`src/hdl/cscan_pkg.sv`:
```
// Shared types and constants for the C-SCAN disk scheduler.
`timescale 1ns / 1ps
package cscan_pkg;

  localparam int unsigned TRACK_W = 12;
  localparam int unsigned MOVE_W  = 14;
  localparam int unsigned KIND_W  = 2;
  localparam int unsigned CFG_IDX_W = 2;

  // command codes
  localparam logic CMD_LOAD = 1'b0;
  localparam logic CMD_RUN  = 1'b1;

  // stop kinds
  localparam logic [KIND_W-1:0] KIND_SERVED = 2'd0;
  localparam logic [KIND_W-1:0] KIND_END    = 2'd1;
  localparam logic [KIND_W-1:0] KIND_WRAP   = 2'd2;

  // configuration register indexes
  localparam logic [CFG_IDX_W-1:0] REG_START_TRACK = 2'd0;
  localparam logic [CFG_IDX_W-1:0] REG_MAX_TRACK   = 2'd1;

  // configuration reset values
  localparam logic [TRACK_W-1:0] START_TRACK_RST = 12'd50;
  localparam logic [TRACK_W-1:0] MAX_TRACK_RST   = 12'd199;

  typedef logic [TRACK_W-1:0] track_t;
  typedef logic [MOVE_W-1:0]  move_t;

  // one result item
  typedef struct packed {
    logic [KIND_W-1:0] stop_kind;
    track_t            stop_track;
    move_t             total_movement;
    logic              last;
  } stop_t;

endpackage

```
`src/hdl/cscan_if.sv`:
```
// Handshake channel interfaces: request, stop result and configuration write.
`timescale 1ns / 1ps
interface cscan_req_if;
  logic                          valid;
  logic                          ready;
  logic                          cmd;
  logic [cscan_pkg::TRACK_W-1:0] track;

  modport source (output valid, output cmd, output track, input ready);
  modport sink   (input valid, input cmd, input track, output ready);
endinterface

interface cscan_stop_if;
  logic                          valid;
  logic                          ready;
  logic [cscan_pkg::KIND_W-1:0]  stop_kind;
  logic [cscan_pkg::TRACK_W-1:0] stop_track;
  logic [cscan_pkg::MOVE_W-1:0]  total_movement;
  logic                          last;

  modport source (output valid, output stop_kind, output stop_track,
                  output total_movement, output last, input ready);
  modport sink   (input valid, input stop_kind, input stop_track,
                  input total_movement, input last, output ready);
endinterface

interface cscan_cfg_if;
  logic                            valid;
  logic                            ready;
  logic [cscan_pkg::CFG_IDX_W-1:0] index;
  logic [cscan_pkg::TRACK_W-1:0]   data;

  modport source (output valid, output index, output data, input ready);
  modport sink   (input valid, input index, input data, output ready);
endinterface

```
`src/hdl/cscan_store.sv`:
```
// Request store: one write port, one read port with registered read data.
`timescale 1ns / 1ps
module cscan_store #(
  parameter int unsigned MAX_PENDING = 16,
  localparam int unsigned IDX_W = (MAX_PENDING > 1) ? $clog2(MAX_PENDING) : 1
) (
  input  logic                          clk_i,
  input  logic                          we_i,
  input  logic [IDX_W-1:0]              waddr_i,
  input  logic [cscan_pkg::TRACK_W-1:0] wdata_i,
  input  logic [IDX_W-1:0]              raddr_i,
  output logic [cscan_pkg::TRACK_W-1:0] rdata_o
);
  import cscan_pkg::*;

  track_t mem [MAX_PENDING];
  track_t rdata_q;

  // write port
  always_ff @(posedge clk_i) begin
    if (we_i) begin
      mem[waddr_i] <= wdata_i;
    end
  end

  // read port, registered read data
  always_ff @(posedge clk_i) begin
    rdata_q <= mem[raddr_i];
  end

  assign rdata_o = rdata_q;

endmodule

```
`src/hdl/cscan_ctrl.sv`:
```
// Sequencer: loads requests, scans the store for the next stop, emits stops.
`timescale 1ns / 1ps
module cscan_ctrl #(
  parameter int unsigned MAX_PENDING = 16,
  localparam int unsigned IDX_W = (MAX_PENDING > 1) ? $clog2(MAX_PENDING) : 1,
  localparam int unsigned CNT_W = $clog2(MAX_PENDING + 1)
) (
  input  logic                          clk_i,
  input  logic                          rst_ni,
  // request channel
  input  logic                          req_valid_i,
  output logic                          req_ready_o,
  input  logic                          req_cmd_i,
  input  logic [cscan_pkg::TRACK_W-1:0] req_track_i,
  // configuration
  input  logic [cscan_pkg::TRACK_W-1:0] start_track_i,
  input  logic [cscan_pkg::TRACK_W-1:0] max_track_i,
  // store ports
  output logic                          mem_we_o,
  output logic [IDX_W-1:0]              mem_waddr_o,
  output logic [cscan_pkg::TRACK_W-1:0] mem_wdata_o,
  output logic [IDX_W-1:0]              mem_raddr_o,
  input  logic [cscan_pkg::TRACK_W-1:0] mem_rdata_i,
  // stop channel
  output logic                          stop_valid_o,
  input  logic                          stop_ready_i,
  output cscan_pkg::stop_t              stop_o
);
  import cscan_pkg::*;

  typedef enum logic [2:0] {
    ST_IDLE,
    ST_SCAN,
    ST_PICK,
    ST_END,
    ST_WRAP
  } state_e;

  state_e                 state_q, state_d;
  logic [CNT_W-1:0]       count_q, count_d;
  logic [CNT_W-1:0]       remain_q, remain_d;
  logic [MAX_PENDING-1:0] served_q, served_d;
  logic                   wrapped_q, wrapped_d;
  track_t                 base_q, base_d;   // sweep start, clamped
  track_t                 head_q, head_d;
  move_t                  move_q, move_d;
  // scan bookkeeping
  logic [CNT_W-1:0]       issue_q, issue_d;
  logic                   rd_valid_q, rd_valid_d;
  logic [IDX_W-1:0]       rd_idx_q, rd_idx_d;
  logic                   best_found_q, best_found_d;
  logic                   best_low_q, best_low_d;
  track_t                 best_trk_q, best_trk_d;
  logic [IDX_W-1:0]       best_idx_q, best_idx_d;
  // output register
  logic                   out_valid_q, out_valid_d;
  stop_t                  out_q, out_d;

  logic   req_acc;
  logic   out_free;
  logic   cand_low;
  track_t load_trk;

  assign req_ready_o  = (state_q == ST_IDLE);
  assign req_acc      = req_valid_i && req_ready_o;
  assign out_free     = !out_valid_q || stop_ready_i;
  assign cand_low     = (mem_rdata_i < base_q);
  assign load_trk     = (req_track_i > max_track_i) ? max_track_i : req_track_i;

  assign mem_we_o     = req_acc && (req_cmd_i == CMD_LOAD) &&
                        (count_q < CNT_W'(MAX_PENDING));
  assign mem_waddr_o  = count_q[IDX_W-1:0];
  assign mem_wdata_o  = load_trk;
  assign mem_raddr_o  = issue_q[IDX_W-1:0];

  assign stop_valid_o = out_valid_q;
  assign stop_o       = out_q;

  // next-state logic
  always_comb begin
    state_d      = state_q;
    count_d      = count_q;
    remain_d     = remain_q;
    served_d     = served_q;
    wrapped_d    = wrapped_q;
    base_d       = base_q;
    head_d       = head_q;
    move_d       = move_q;
    issue_d      = issue_q;
    rd_valid_d   = 1'b0;
    rd_idx_d     = rd_idx_q;
    best_found_d = best_found_q;
    best_low_d   = best_low_q;
    best_trk_d   = best_trk_q;
    best_idx_d   = best_idx_q;
    out_valid_d  = out_valid_q && !stop_ready_i;
    out_d        = out_q;

    case (state_q)
      ST_IDLE: begin
        if (mem_we_o) begin
          count_d = count_q + CNT_W'(1);
        end
        if (req_acc && (req_cmd_i == CMD_RUN)) begin
          base_d       = (start_track_i > max_track_i) ? max_track_i : start_track_i;
          head_d       = base_d;
          move_d       = '0;
          remain_d     = count_q;
          served_d     = '0;
          wrapped_d    = 1'b0;
          issue_d      = '0;
          best_found_d = 1'b0;
          state_d      = (count_q == '0) ? ST_END : ST_SCAN;
        end
      end

      // sweep all entries, keep the smallest unserved key
      ST_SCAN: begin
        if (issue_q < count_q) begin
          issue_d    = issue_q + CNT_W'(1);
          rd_valid_d = 1'b1;
          rd_idx_d   = issue_q[IDX_W-1:0];
        end
        if (rd_valid_q) begin
          if (!served_q[rd_idx_q] &&
              (!best_found_q ||
               ({cand_low, mem_rdata_i} < {best_low_q, best_trk_q}))) begin
            best_found_d = 1'b1;
            best_low_d   = cand_low;
            best_trk_d   = mem_rdata_i;
            best_idx_d   = rd_idx_q;
          end
          if (CNT_W'(rd_idx_q) == count_q - CNT_W'(1)) begin
            state_d = ST_PICK;
          end
        end
      end

      ST_PICK: begin
        if (best_low_q && !wrapped_q) begin
          state_d = ST_END;
        end else if (out_free) begin
          out_valid_d          = 1'b1;
          out_d.stop_kind      = KIND_SERVED;
          out_d.stop_track     = best_trk_q;
          out_d.total_movement = move_q + MOVE_W'(best_trk_q - head_q);
          out_d.last           = wrapped_q && (remain_q == CNT_W'(1));
          move_d               = out_d.total_movement;
          head_d               = best_trk_q;
          served_d[best_idx_q] = 1'b1;
          remain_d             = remain_q - CNT_W'(1);
          issue_d              = '0;
          best_found_d         = 1'b0;
          if (remain_q == CNT_W'(1)) begin
            if (wrapped_q) begin
              count_d = '0;
              state_d = ST_IDLE;
            end else begin
              state_d = ST_END;
            end
          end else begin
            state_d = ST_SCAN;
          end
        end
      end

      // head reaches the disk end; the head may sit above a lowered disk end,
      // so the step is taken modulo the movement width
      ST_END: begin
        if (out_free) begin
          out_valid_d          = 1'b1;
          out_d.stop_kind      = KIND_END;
          out_d.stop_track     = max_track_i;
          out_d.total_movement = move_q + MOVE_W'(max_track_i) - MOVE_W'(head_q);
          out_d.last           = 1'b0;
          move_d               = out_d.total_movement;
          head_d               = max_track_i;
          state_d              = ST_WRAP;
        end
      end

      // jump to track zero, no movement added
      ST_WRAP: begin
        if (out_free) begin
          out_valid_d          = 1'b1;
          out_d.stop_kind      = KIND_WRAP;
          out_d.stop_track     = '0;
          out_d.total_movement = move_q;
          out_d.last           = (remain_q == '0);
          head_d               = '0;
          wrapped_d            = 1'b1;
          if (remain_q == '0) begin
            count_d = '0;
            state_d = ST_IDLE;
          end else begin
            state_d = ST_PICK;
          end
        end
      end

      default: begin
        state_d = ST_IDLE;
      end
    endcase
  end

  // state and registered outputs
  always_ff @(posedge clk_i or negedge rst_ni) begin
    if (!rst_ni) begin
      state_q      <= ST_IDLE;
      count_q      <= '0;
      remain_q     <= '0;
      served_q     <= '0;
      wrapped_q    <= 1'b0;
      issue_q      <= '0;
      rd_valid_q   <= 1'b0;
      best_found_q <= 1'b0;
      out_valid_q  <= 1'b0;
    end else begin
      state_q      <= state_d;
      count_q      <= count_d;
      remain_q     <= remain_d;
      served_q     <= served_d;
      wrapped_q    <= wrapped_d;
      issue_q      <= issue_d;
      rd_valid_q   <= rd_valid_d;
      best_found_q <= best_found_d;
      out_valid_q  <= out_valid_d;
    end
  end

  // payload registers
  always_ff @(posedge clk_i) begin
    base_q     <= base_d;
    head_q     <= head_d;
    move_q     <= move_d;
    rd_idx_q   <= rd_idx_d;
    best_low_q <= best_low_d;
    best_trk_q <= best_trk_d;
    best_idx_q <= best_idx_d;
    out_q      <= out_d;
  end

endmodule

```
`src/hdl/cscan_disk_scheduler.sv`:
```
// Top level of the C-SCAN disk scheduler.
//
//   channel   dir   fields                                        notes
//   req_i     in    cmd, track                                    load or run
//   cfg_i     in    index, data                                   0 start, 1 max
//   stop_o    out   stop_kind, stop_track, total_movement, last   one per stop
//
// A load is taken while the block is idle. A run holds the block until its
// last stop: each served stop rescans the store through its single read
// port and then passes the pick state; disk end and wrap take a state each.
// Reset clears the request count and sets the configuration to its reset values; no clearing pass.
// A stalled stop channel holds the sequencer until the output register frees.
`timescale 1ns / 1ps
module cscan_disk_scheduler #(
  parameter int unsigned MAX_PENDING = 16
) (
  input  logic         clk_i,
  input  logic         rst_ni,
  cscan_req_if.sink    req_i,
  cscan_cfg_if.sink    cfg_i,
  cscan_stop_if.source stop_o
);
  import cscan_pkg::*;

  localparam int unsigned IDX_W = (MAX_PENDING > 1) ? $clog2(MAX_PENDING) : 1;

  track_t           start_q, max_q;
  logic             mem_we;
  logic [IDX_W-1:0] mem_waddr, mem_raddr;
  track_t           mem_wdata, mem_rdata;
  stop_t            stop;
  logic             req_ready;
  logic             stop_valid;

  // configuration registers
  assign cfg_i.ready = 1'b1;

  always_ff @(posedge clk_i or negedge rst_ni) begin
    if (!rst_ni) begin
      start_q <= START_TRACK_RST;
      max_q   <= MAX_TRACK_RST;
    end else if (cfg_i.valid) begin
      case (cfg_i.index)
        REG_START_TRACK: start_q <= cfg_i.data;
        REG_MAX_TRACK:   max_q   <= cfg_i.data;
        default: ;
      endcase
    end
  end

  cscan_store #(
    .MAX_PENDING (MAX_PENDING)
  ) u_store (
    .clk_i   (clk_i),
    .we_i    (mem_we),
    .waddr_i (mem_waddr),
    .wdata_i (mem_wdata),
    .raddr_i (mem_raddr),
    .rdata_o (mem_rdata)
  );

  cscan_ctrl #(
    .MAX_PENDING (MAX_PENDING)
  ) u_ctrl (
    .clk_i         (clk_i),
    .rst_ni        (rst_ni),
    .req_valid_i   (req_i.valid),
    .req_ready_o   (req_ready),
    .req_cmd_i     (req_i.cmd),
    .req_track_i   (req_i.track),
    .start_track_i (start_q),
    .max_track_i   (max_q),
    .mem_we_o      (mem_we),
    .mem_waddr_o   (mem_waddr),
    .mem_wdata_o   (mem_wdata),
    .mem_raddr_o   (mem_raddr),
    .mem_rdata_i   (mem_rdata),
    .stop_valid_o  (stop_valid),
    .stop_ready_i  (stop_o.ready),
    .stop_o        (stop)
  );

  assign req_i.ready           = req_ready;
  assign stop_o.valid          = stop_valid;
  assign stop_o.stop_kind      = stop.stop_kind;
  assign stop_o.stop_track     = stop.stop_track;
  assign stop_o.total_movement = stop.total_movement;
  assign stop_o.last           = stop.last;

endmodule

```
`src/flat_wrapper.sv`:
```
// flat-port wrapper written by rule: the top's interface ports become plain ports
module cscan_disk_scheduler_flat import cscan_pkg::*;
#(
  parameter int unsigned MAX_PENDING = 16
)
  (clk_i, rst_ni, req_i_valid, req_i_cmd, req_i_track, req_i_ready, cfg_i_valid, cfg_i_index, cfg_i_data, cfg_i_ready, stop_o_valid, stop_o_stop_kind, stop_o_stop_track, stop_o_total_movement, stop_o_last, stop_o_ready);
  cscan_req_if req_i_i ();
  cscan_cfg_if cfg_i_i ();
  cscan_stop_if stop_o_i ();
  input  logic clk_i;
  input  logic rst_ni;
  input wire logic [$bits(req_i_i.valid)-1:0] req_i_valid;
  input wire logic [$bits(req_i_i.cmd)-1:0] req_i_cmd;
  input wire logic [$bits(req_i_i.track)-1:0] req_i_track;
  output wire logic [$bits(req_i_i.ready)-1:0] req_i_ready;
  input wire logic [$bits(cfg_i_i.valid)-1:0] cfg_i_valid;
  input wire logic [$bits(cfg_i_i.index)-1:0] cfg_i_index;
  input wire logic [$bits(cfg_i_i.data)-1:0] cfg_i_data;
  output wire logic [$bits(cfg_i_i.ready)-1:0] cfg_i_ready;
  output wire logic [$bits(stop_o_i.valid)-1:0] stop_o_valid;
  output wire logic [$bits(stop_o_i.stop_kind)-1:0] stop_o_stop_kind;
  output wire logic [$bits(stop_o_i.stop_track)-1:0] stop_o_stop_track;
  output wire logic [$bits(stop_o_i.total_movement)-1:0] stop_o_total_movement;
  output wire logic [$bits(stop_o_i.last)-1:0] stop_o_last;
  input wire logic [$bits(stop_o_i.ready)-1:0] stop_o_ready;
  assign req_i_i.valid = req_i_valid;
  assign req_i_i.cmd = req_i_cmd;
  assign req_i_i.track = req_i_track;
  assign req_i_ready = req_i_i.ready;
  assign cfg_i_i.valid = cfg_i_valid;
  assign cfg_i_i.index = cfg_i_index;
  assign cfg_i_i.data = cfg_i_data;
  assign cfg_i_ready = cfg_i_i.ready;
  assign stop_o_valid = stop_o_i.valid;
  assign stop_o_stop_kind = stop_o_i.stop_kind;
  assign stop_o_stop_track = stop_o_i.stop_track;
  assign stop_o_total_movement = stop_o_i.total_movement;
  assign stop_o_last = stop_o_i.last;
  assign stop_o_i.ready = stop_o_ready;
  cscan_disk_scheduler #(.MAX_PENDING(MAX_PENDING)) u_core (.clk_i(clk_i), .rst_ni(rst_ni), .req_i(req_i_i), .cfg_i(cfg_i_i), .stop_o(stop_o_i));
endmodule
```
`config.mk`:
```
export PLATFORM = sky130hd
export DESIGN_NAME = cscan_disk_scheduler_flat
export DESIGN_NICKNAME = d
export VERILOG_FILES = /design/src/hdl/cscan_pkg.sv /design/src/hdl/cscan_if.sv /design/src/hdl/cscan_store.sv /design/src/hdl/cscan_ctrl.sv /design/src/hdl/cscan_disk_scheduler.sv /design/src/flat_wrapper.sv
export SDC_FILE = /design/constraint.sdc
export NUM_CORES = 1
export LEC_CHECK = 0
export BUFFER_PORTS_ARGS = -buffer_cell sky130_fd_sc_hd__buf_2
export CORE_ASPECT_RATIO = 1.2
export CORE_MARGIN = 1
export CORE_UTILIZATION = 63
export DETAILED_ROUTE_END_ITERATION = 12
export PLACE_DENSITY = 0.8
export SYNTH_ARGS = -nofsm -noshare
export SYNTH_HDL_FRONTEND = slang
export SYNTH_SLANG_ARGS = --single-unit
```
`constraint.sdc`:
```
create_clock -name clk_i -period 12 [get_ports clk_i]
set_clock_uncertainty 0.2 [all_clocks]
set_input_delay 3.6 -clock clk_i [delete_from_list [all_inputs] [get_ports clk_i]]
set_output_delay 3.6 -clock clk_i [all_outputs]
set_load 0.005 [all_outputs]
```
# [Word level (Yosys, flattened, before mapping)]
# Memory sizes are Yosys's and may differ from the RTL's. A register that Yosys moved wholly into a read port is not among the register bits.
# Index checks and enable logic that the tools add are counted.
[word_totals] reg_bits=150 ramBits=192 in_bits=32 out_inout_bits=32 word_cells=175 memories=1
[mem_list] name="u_core.u_store.mem" depth=16 word_bits=12 read_ports=1 rd_clocked_by_memory_dff=1 write_ports=1 line="cscan_store.sv:16" rtl="track_t mem [MAX_PENDING];"
[classes] add_sub_neg=8 order_cmp=9 eq_ne=21 muxes=70 bitwise_logic=2 reduce_logical=42
[ops] op="$mux 29" n=4
[ops] op="$pmux 29 s3" n=1
[ops] op="$mux 12" n=7
[ops] op="$mux 5" n=14
[ops] op="$mux 14" n=4
[ops] op="$mux 16" n=3
[ops] op="$pmux 12 s4" n=1
[ops] op="$pmux 14 s3" n=1
[ops] op="$pmux 16 s2" n=1
[ops] op="$pmux 5 s3" n=2
[ops] op="$gt 12x12->1" n=2
[ops] op="$mux 3" n=8
[ops] op="$ne 2x2->1 const B" n=11
[ops] op="$reduce_and 6->1" n=3
[ops] op="$or 16x16->16" n=1
[ops] op="$pmux 3 s5" n=1
[ops] op="$reduce_and 5->1" n=3
[ops] op="$add 14x12->14" n=1
[ops] op="$add 14x14->14" n=1
[ops] op="$mux 1" n=14
[ops] op="$sub 14x12->14" n=1
[ops] op="$lt 13x13->1" n=1
[ops] op="$sub 12x12->13" n=1
[ops] op="$lt 12x12->1" n=1
[ops] op="35 further kinds" n=65

# [Logic depth before layout (Yosys ltp)]
[logic_depth] word_depth=8 mapped_depth=18 ltp_nobuf=18

# [Cells and area by module]
# Synthesis repeated with hierarchy kept, for this count alone.
[hier_totals] hier_cells=1315 area_unflattened_um2=17704.5
[modules_own_cells] module="cscan_ctrl" n_inst=1 cells_per_inst=932 area_each_um2=9148.8 seq_area_each_um2=3593.4
[modules_own_cells] module="cscan_store" n_inst=1 cells_per_inst=329 area_each_um2=7599.8 seq_area_each_um2=6005.8
[modules_own_cells] module="cscan_disk_scheduler" n_inst=1 cells_per_inst=54 area_each_um2=955.9 seq_area_each_um2=610.6

# [Worst setup path before layout]
# No wires, ideal clock.
[synth_path] kind="input-to-reg" from="input port req_i_track[1]" to="memory u_core.u_store.mem[0][0] in the netlist's numbering, data pin" setup_ns=0.296 arrival_time_ns=5.473 slack_ns=6.031 cell_stages=10 path_buffers=1 cell_sequence="ha_1 -> nor2b_1 -> o21ai_0 -> nand2b_1 -> a21oi_1 -> o31ai_1 -> o21bai_1 -> a21oi_1 -> buf_2 -> mux2i_1"
[synth_between] elab_chain_len=2
[synth_lines] element="start: declaration" line="flat_wrapper.sv:14" rtl="input wire logic [$bits(req_i_i.track)-1:0] req_i_track;"
[synth_lines] element="$gt 12x12->1" line="cscan_ctrl.sv:68" rtl="assign load_trk = (req_track_i > max_track_i) ? max_track_i : req_track_i;"
[synth_lines] element="$mux 12" line="cscan_ctrl.sv:68"
[synth_lines] element="named net u_core.mem_wdata[0]" line="cscan_disk_scheduler.sv:30" rtl="track_t mem_wdata, mem_rdata;"
[synth_lines] element="end: declaration" line="cscan_store.sv:16"
# The timed path passes the listed nets, and every way through them passes these cells.

# [Worst setup path after layout]
[layout_path] from="input port req_i_track[1]" to="memory u_core.u_store.mem[13][0] in the netlist's numbering, data pin"
# The elaborated chain is that of the path after synthesis.

==> results.cfg <==
[outcome]
outcome = finished clean

[floorplanning]
start_util = 0.644
coreArea_sq_um = 27200
fp.dieArea_sq_um = 28500
core.rowCount = 66
fp.dieW_um = 154
pin_count = 64
die_y_um = 185

[global_routing]
grt_pass1_vias = 11259
met2_usage = 0.524
grt.busiest_layer = met2
grt_pass1_wl_mm = 62.6
use_met1 = 0.357
grt_overflow = 0
antenna_found_initial = 1
grt_use_total = 0.296
grt_max_degree = 63
met3_usage = 0.0369

[synth]
yosys-top-cells-area = edfxtp_1, mux4_2, dfrtp_1
avgSynthCellArea_sq_um = 13.8
syn_inst = 1266
syn-num-nets = 1410
synth_edf_count = 280
synth-seq-area-share = 0.583
yosysTopAreaCell = edfxtp_1
synth_ff_type = edfxtp_1
synthArstFlopShare = 0.175
synth_seq_cells = 354
netlist.area_leader.share = 0.480
yosys_warnings = 0
syn_area_sq_um = 17500
synth_cell_type_count = 77

[power]
ir_worst_vdd_mv = 0.163
finalPower_w = 0.00573
p_per_area_nw_per_um2 = 295
leakage_nw = 7.52

[clock_network]
cts-hold-fix-buffers = 0
cts_root_buf = clkbuf_16
htree_levels = 2
cts_resized = 0
numCtsBuffers = 36
clk-insertion-delay-late_ns = 0.53
clock-sinks = 354
path_clk_slew_ns = 0.06
post-cts-setup-buffer-count = 0
clock_path_buffers = 3
cts_tree = yes

[routing]
wl_per_cell_um = 23.7
via_per_inst = 6.42
drc = 0
drt_wl_total_mm = 40.5
ant_nets = 0
vias = 10975
firstDrtPassIters = 7
dr.first_iter.drc_count = 1053

[critical_path]
cp-start-kind = input pin
ff2ff_path_depth = 15
cp_data_arrival_time_ns = 6.54
crit_fanout = 16
criticalPathCategory = input pin to flop
endpoint_kind = flop
cp_data_required_time_ns = 11.94

[sta]
relSlewSlack = 0.142
clock.fmax_mhz = 152
finalCritPeriodShare = 0.549
setup-tns-final_ns = 0
finalSetupViolCount = 0
final_max_slew_viol_count = 0
rsz0062_at_grt = false
tightest_slew_ns = 1.25
period_minus_slack_ns = 6.59
final-hold-violation-count = 0

[flow_run]
drv_cap = 0

[hold_path]
worstHoldPathCells = 2
hold_path.class = flop to flop

[place]
hpwlAfterDp_mm = 27.4
portBuffers = 62
place_congestion = 0.948

[final_layout]
final_layout_size_suffix_gt1_frac = 0.200
nNetsFinal = 1485
syn_to_final_growth_pct = 10.9
[state kept, by name, indices dropped and copies added (netlist names), 3 cells and up]
register,flops
u_core.u_ctrl.state_q,3
u_core.u_store.rdata_o,12
u_core.u_ctrl.remain_q,5
u_core.u_ctrl.count_q,5
u_core.u_ctrl.move_q,14
u_core.u_ctrl.rd_idx_q,4
u_core.u_store.mem,192
u_core.max_q,12
u_core.u_ctrl.best_idx_q,4
u_core.u_ctrl.best_trk_q,12
u_core.u_ctrl.base_q,12
u_core.start_q,12
u_core.u_ctrl.head_q,12
u_core.u_ctrl.issue_q,5
u_core.u_ctrl.stop_o,29
u_core.u_ctrl.served_q,16
[power by group]
part / internal (W) / leakage (nW) / switching, W
registers: 0.00170 / 3.42 / 0.000223
logic: 0.00120 / 3.55 / 0.00153
clock network: 0.000623 / 0.551 / 0.000463
[cells in the final DEF, fill, tap and decap left out, types with 11 or more instances in the layout]
cell type,count
a21o_1,23
a21oi_1,66
a221o_1,15
a31oi_1,11
buf_2,62
buf_4,19
clkbuf_16,37
dfrtp_1,52
dfxtp_1,12
edfxtp_1,280
fa_1,14
ha_1,98
inv_1,111
mux2_2,44
mux4_2,62
nand2_1,48
nand3_1,13
nor2_1,99
nor3_1,17
o21ai_0,34
o21ai_1,11
o22ai_1,17
xnor2_1,32
[through the flow]
step | cell area [sq um] | std cells | utilization | setup WS [ns] | hold slack [ns]
6_report | 19400 | 1709 | 0.714 | 5.41 | 0.285
5_1_grt | 19400 | 1709 | 0.714 | 5.35 | 0.301
4_1_cts | 19400 | 1708 | 0.714 | 5.53 | 0.281
3_5_place_dp | 18300 | 1643 | 0.672 | 5.05 | 0.267
3_3_place_gp | 18300 | 1643 | 0.672 | 5.31 | 0.245
2_1_floorplan | 17500 | 1266 | - | 6.03 | 0.213
[synth_stat cells, drive strengths merged, types with 3 or more instances]
master / count
a221o: 15
o21a: 10
or3: 6
a211oi: 5
nand2b: 10
nor2: 108
fa: 14
dfxtp: 12
nand2: 49
o31ai: 3
a31oi: 11
edfxtp: 280
o41ai: 4
buf: 18
o31a: 4
xnor2: 32
mux2i: 3
mux4: 65
clkbuf: 26
nor3b: 5
o221ai: 6
dfrtp: 54
o22ai: 17
nor3: 21
dfstp: 8
o211ai: 6
o21bai: 7
mux2: 45
o21ai: 45
inv: 112
xor2: 10
ha: 98
nor2b: 11
a21o: 23
nand4: 9
a21boi: 4
nand3: 13
a21oi: 67
and3: 4
[cells by family (layout without fill, tap and decap cells)]
logic type	count (synthesis)	after routing	share of synthesized area
AND/OR/NAND/NOR	247	247	0.0662
other	1	2	0.000214
buffers and inverters	156	258	0.0348
flip-flops	354	354	0.583
XOR/XNOR	42	42	0.0210
multiplexers	113	113	0.115
adder cells (fa/ha/maj)	112	112	0.0861
AO/OA/AOI/OAI	241	241	0.0934
[critical path: stages]
cell and delay (ns):
buf_2 0.11, ha_1 0.30, nor2b_1 0.15, o21ai_0 0.09, nand2b_1 0.08, a21oi_1 0.10
o31ai_1 0.21, o21bai_1 0.08, a21oi_1 0.47, buf_4 0.30, mux2i_1 1.03
[layout make-up]
class	count	area (sq um)
inverter	112	420
sequential	354	10200
clock inverter	13	104
tap	340	425
clock buffer	52	1030
antenna	1	2.50
timing repair buffer	81	453
multi-input combinational	756	6760
fill	1746	7760
[per-layer routing]
layer	part of all wire	routed length, um	up-vias
li1	-	-	4923
met5	0	0	-
met4	0.047	1890	0
met3	0.059	2410	127
met2	0.52	21000	494
met1	0.38	15300	5431
[path summary, 6_finish.rpt]
| kind | start | endpoint | slack [ns] |
|---|---|---|---|
| hold / removal | u_core.u_ctrl.served_q[5] | u_core.u_ctrl.served_q[5] | 0.28 |
| setup reg to reg | u_core.u_ctrl.head_q[0] | u_core.u_ctrl.move_q[13] | 7.57 |
| min in group asynchronous | rst_ni | u_core.u_ctrl.issue_q[1] | 3.05 |
| hold reg to reg | u_core.u_ctrl.served_q[5] | u_core.u_ctrl.served_q[5] | 0.28 |
| setup / recovery | req_i_track[1] | u_core.u_store.mem[13][0] | 5.41 |
| max in group asynchronous | rst_ni | u_core.u_ctrl.issue_q[0] | 7.97 |
No activity file was read; power rests on OpenSTA's default activity.
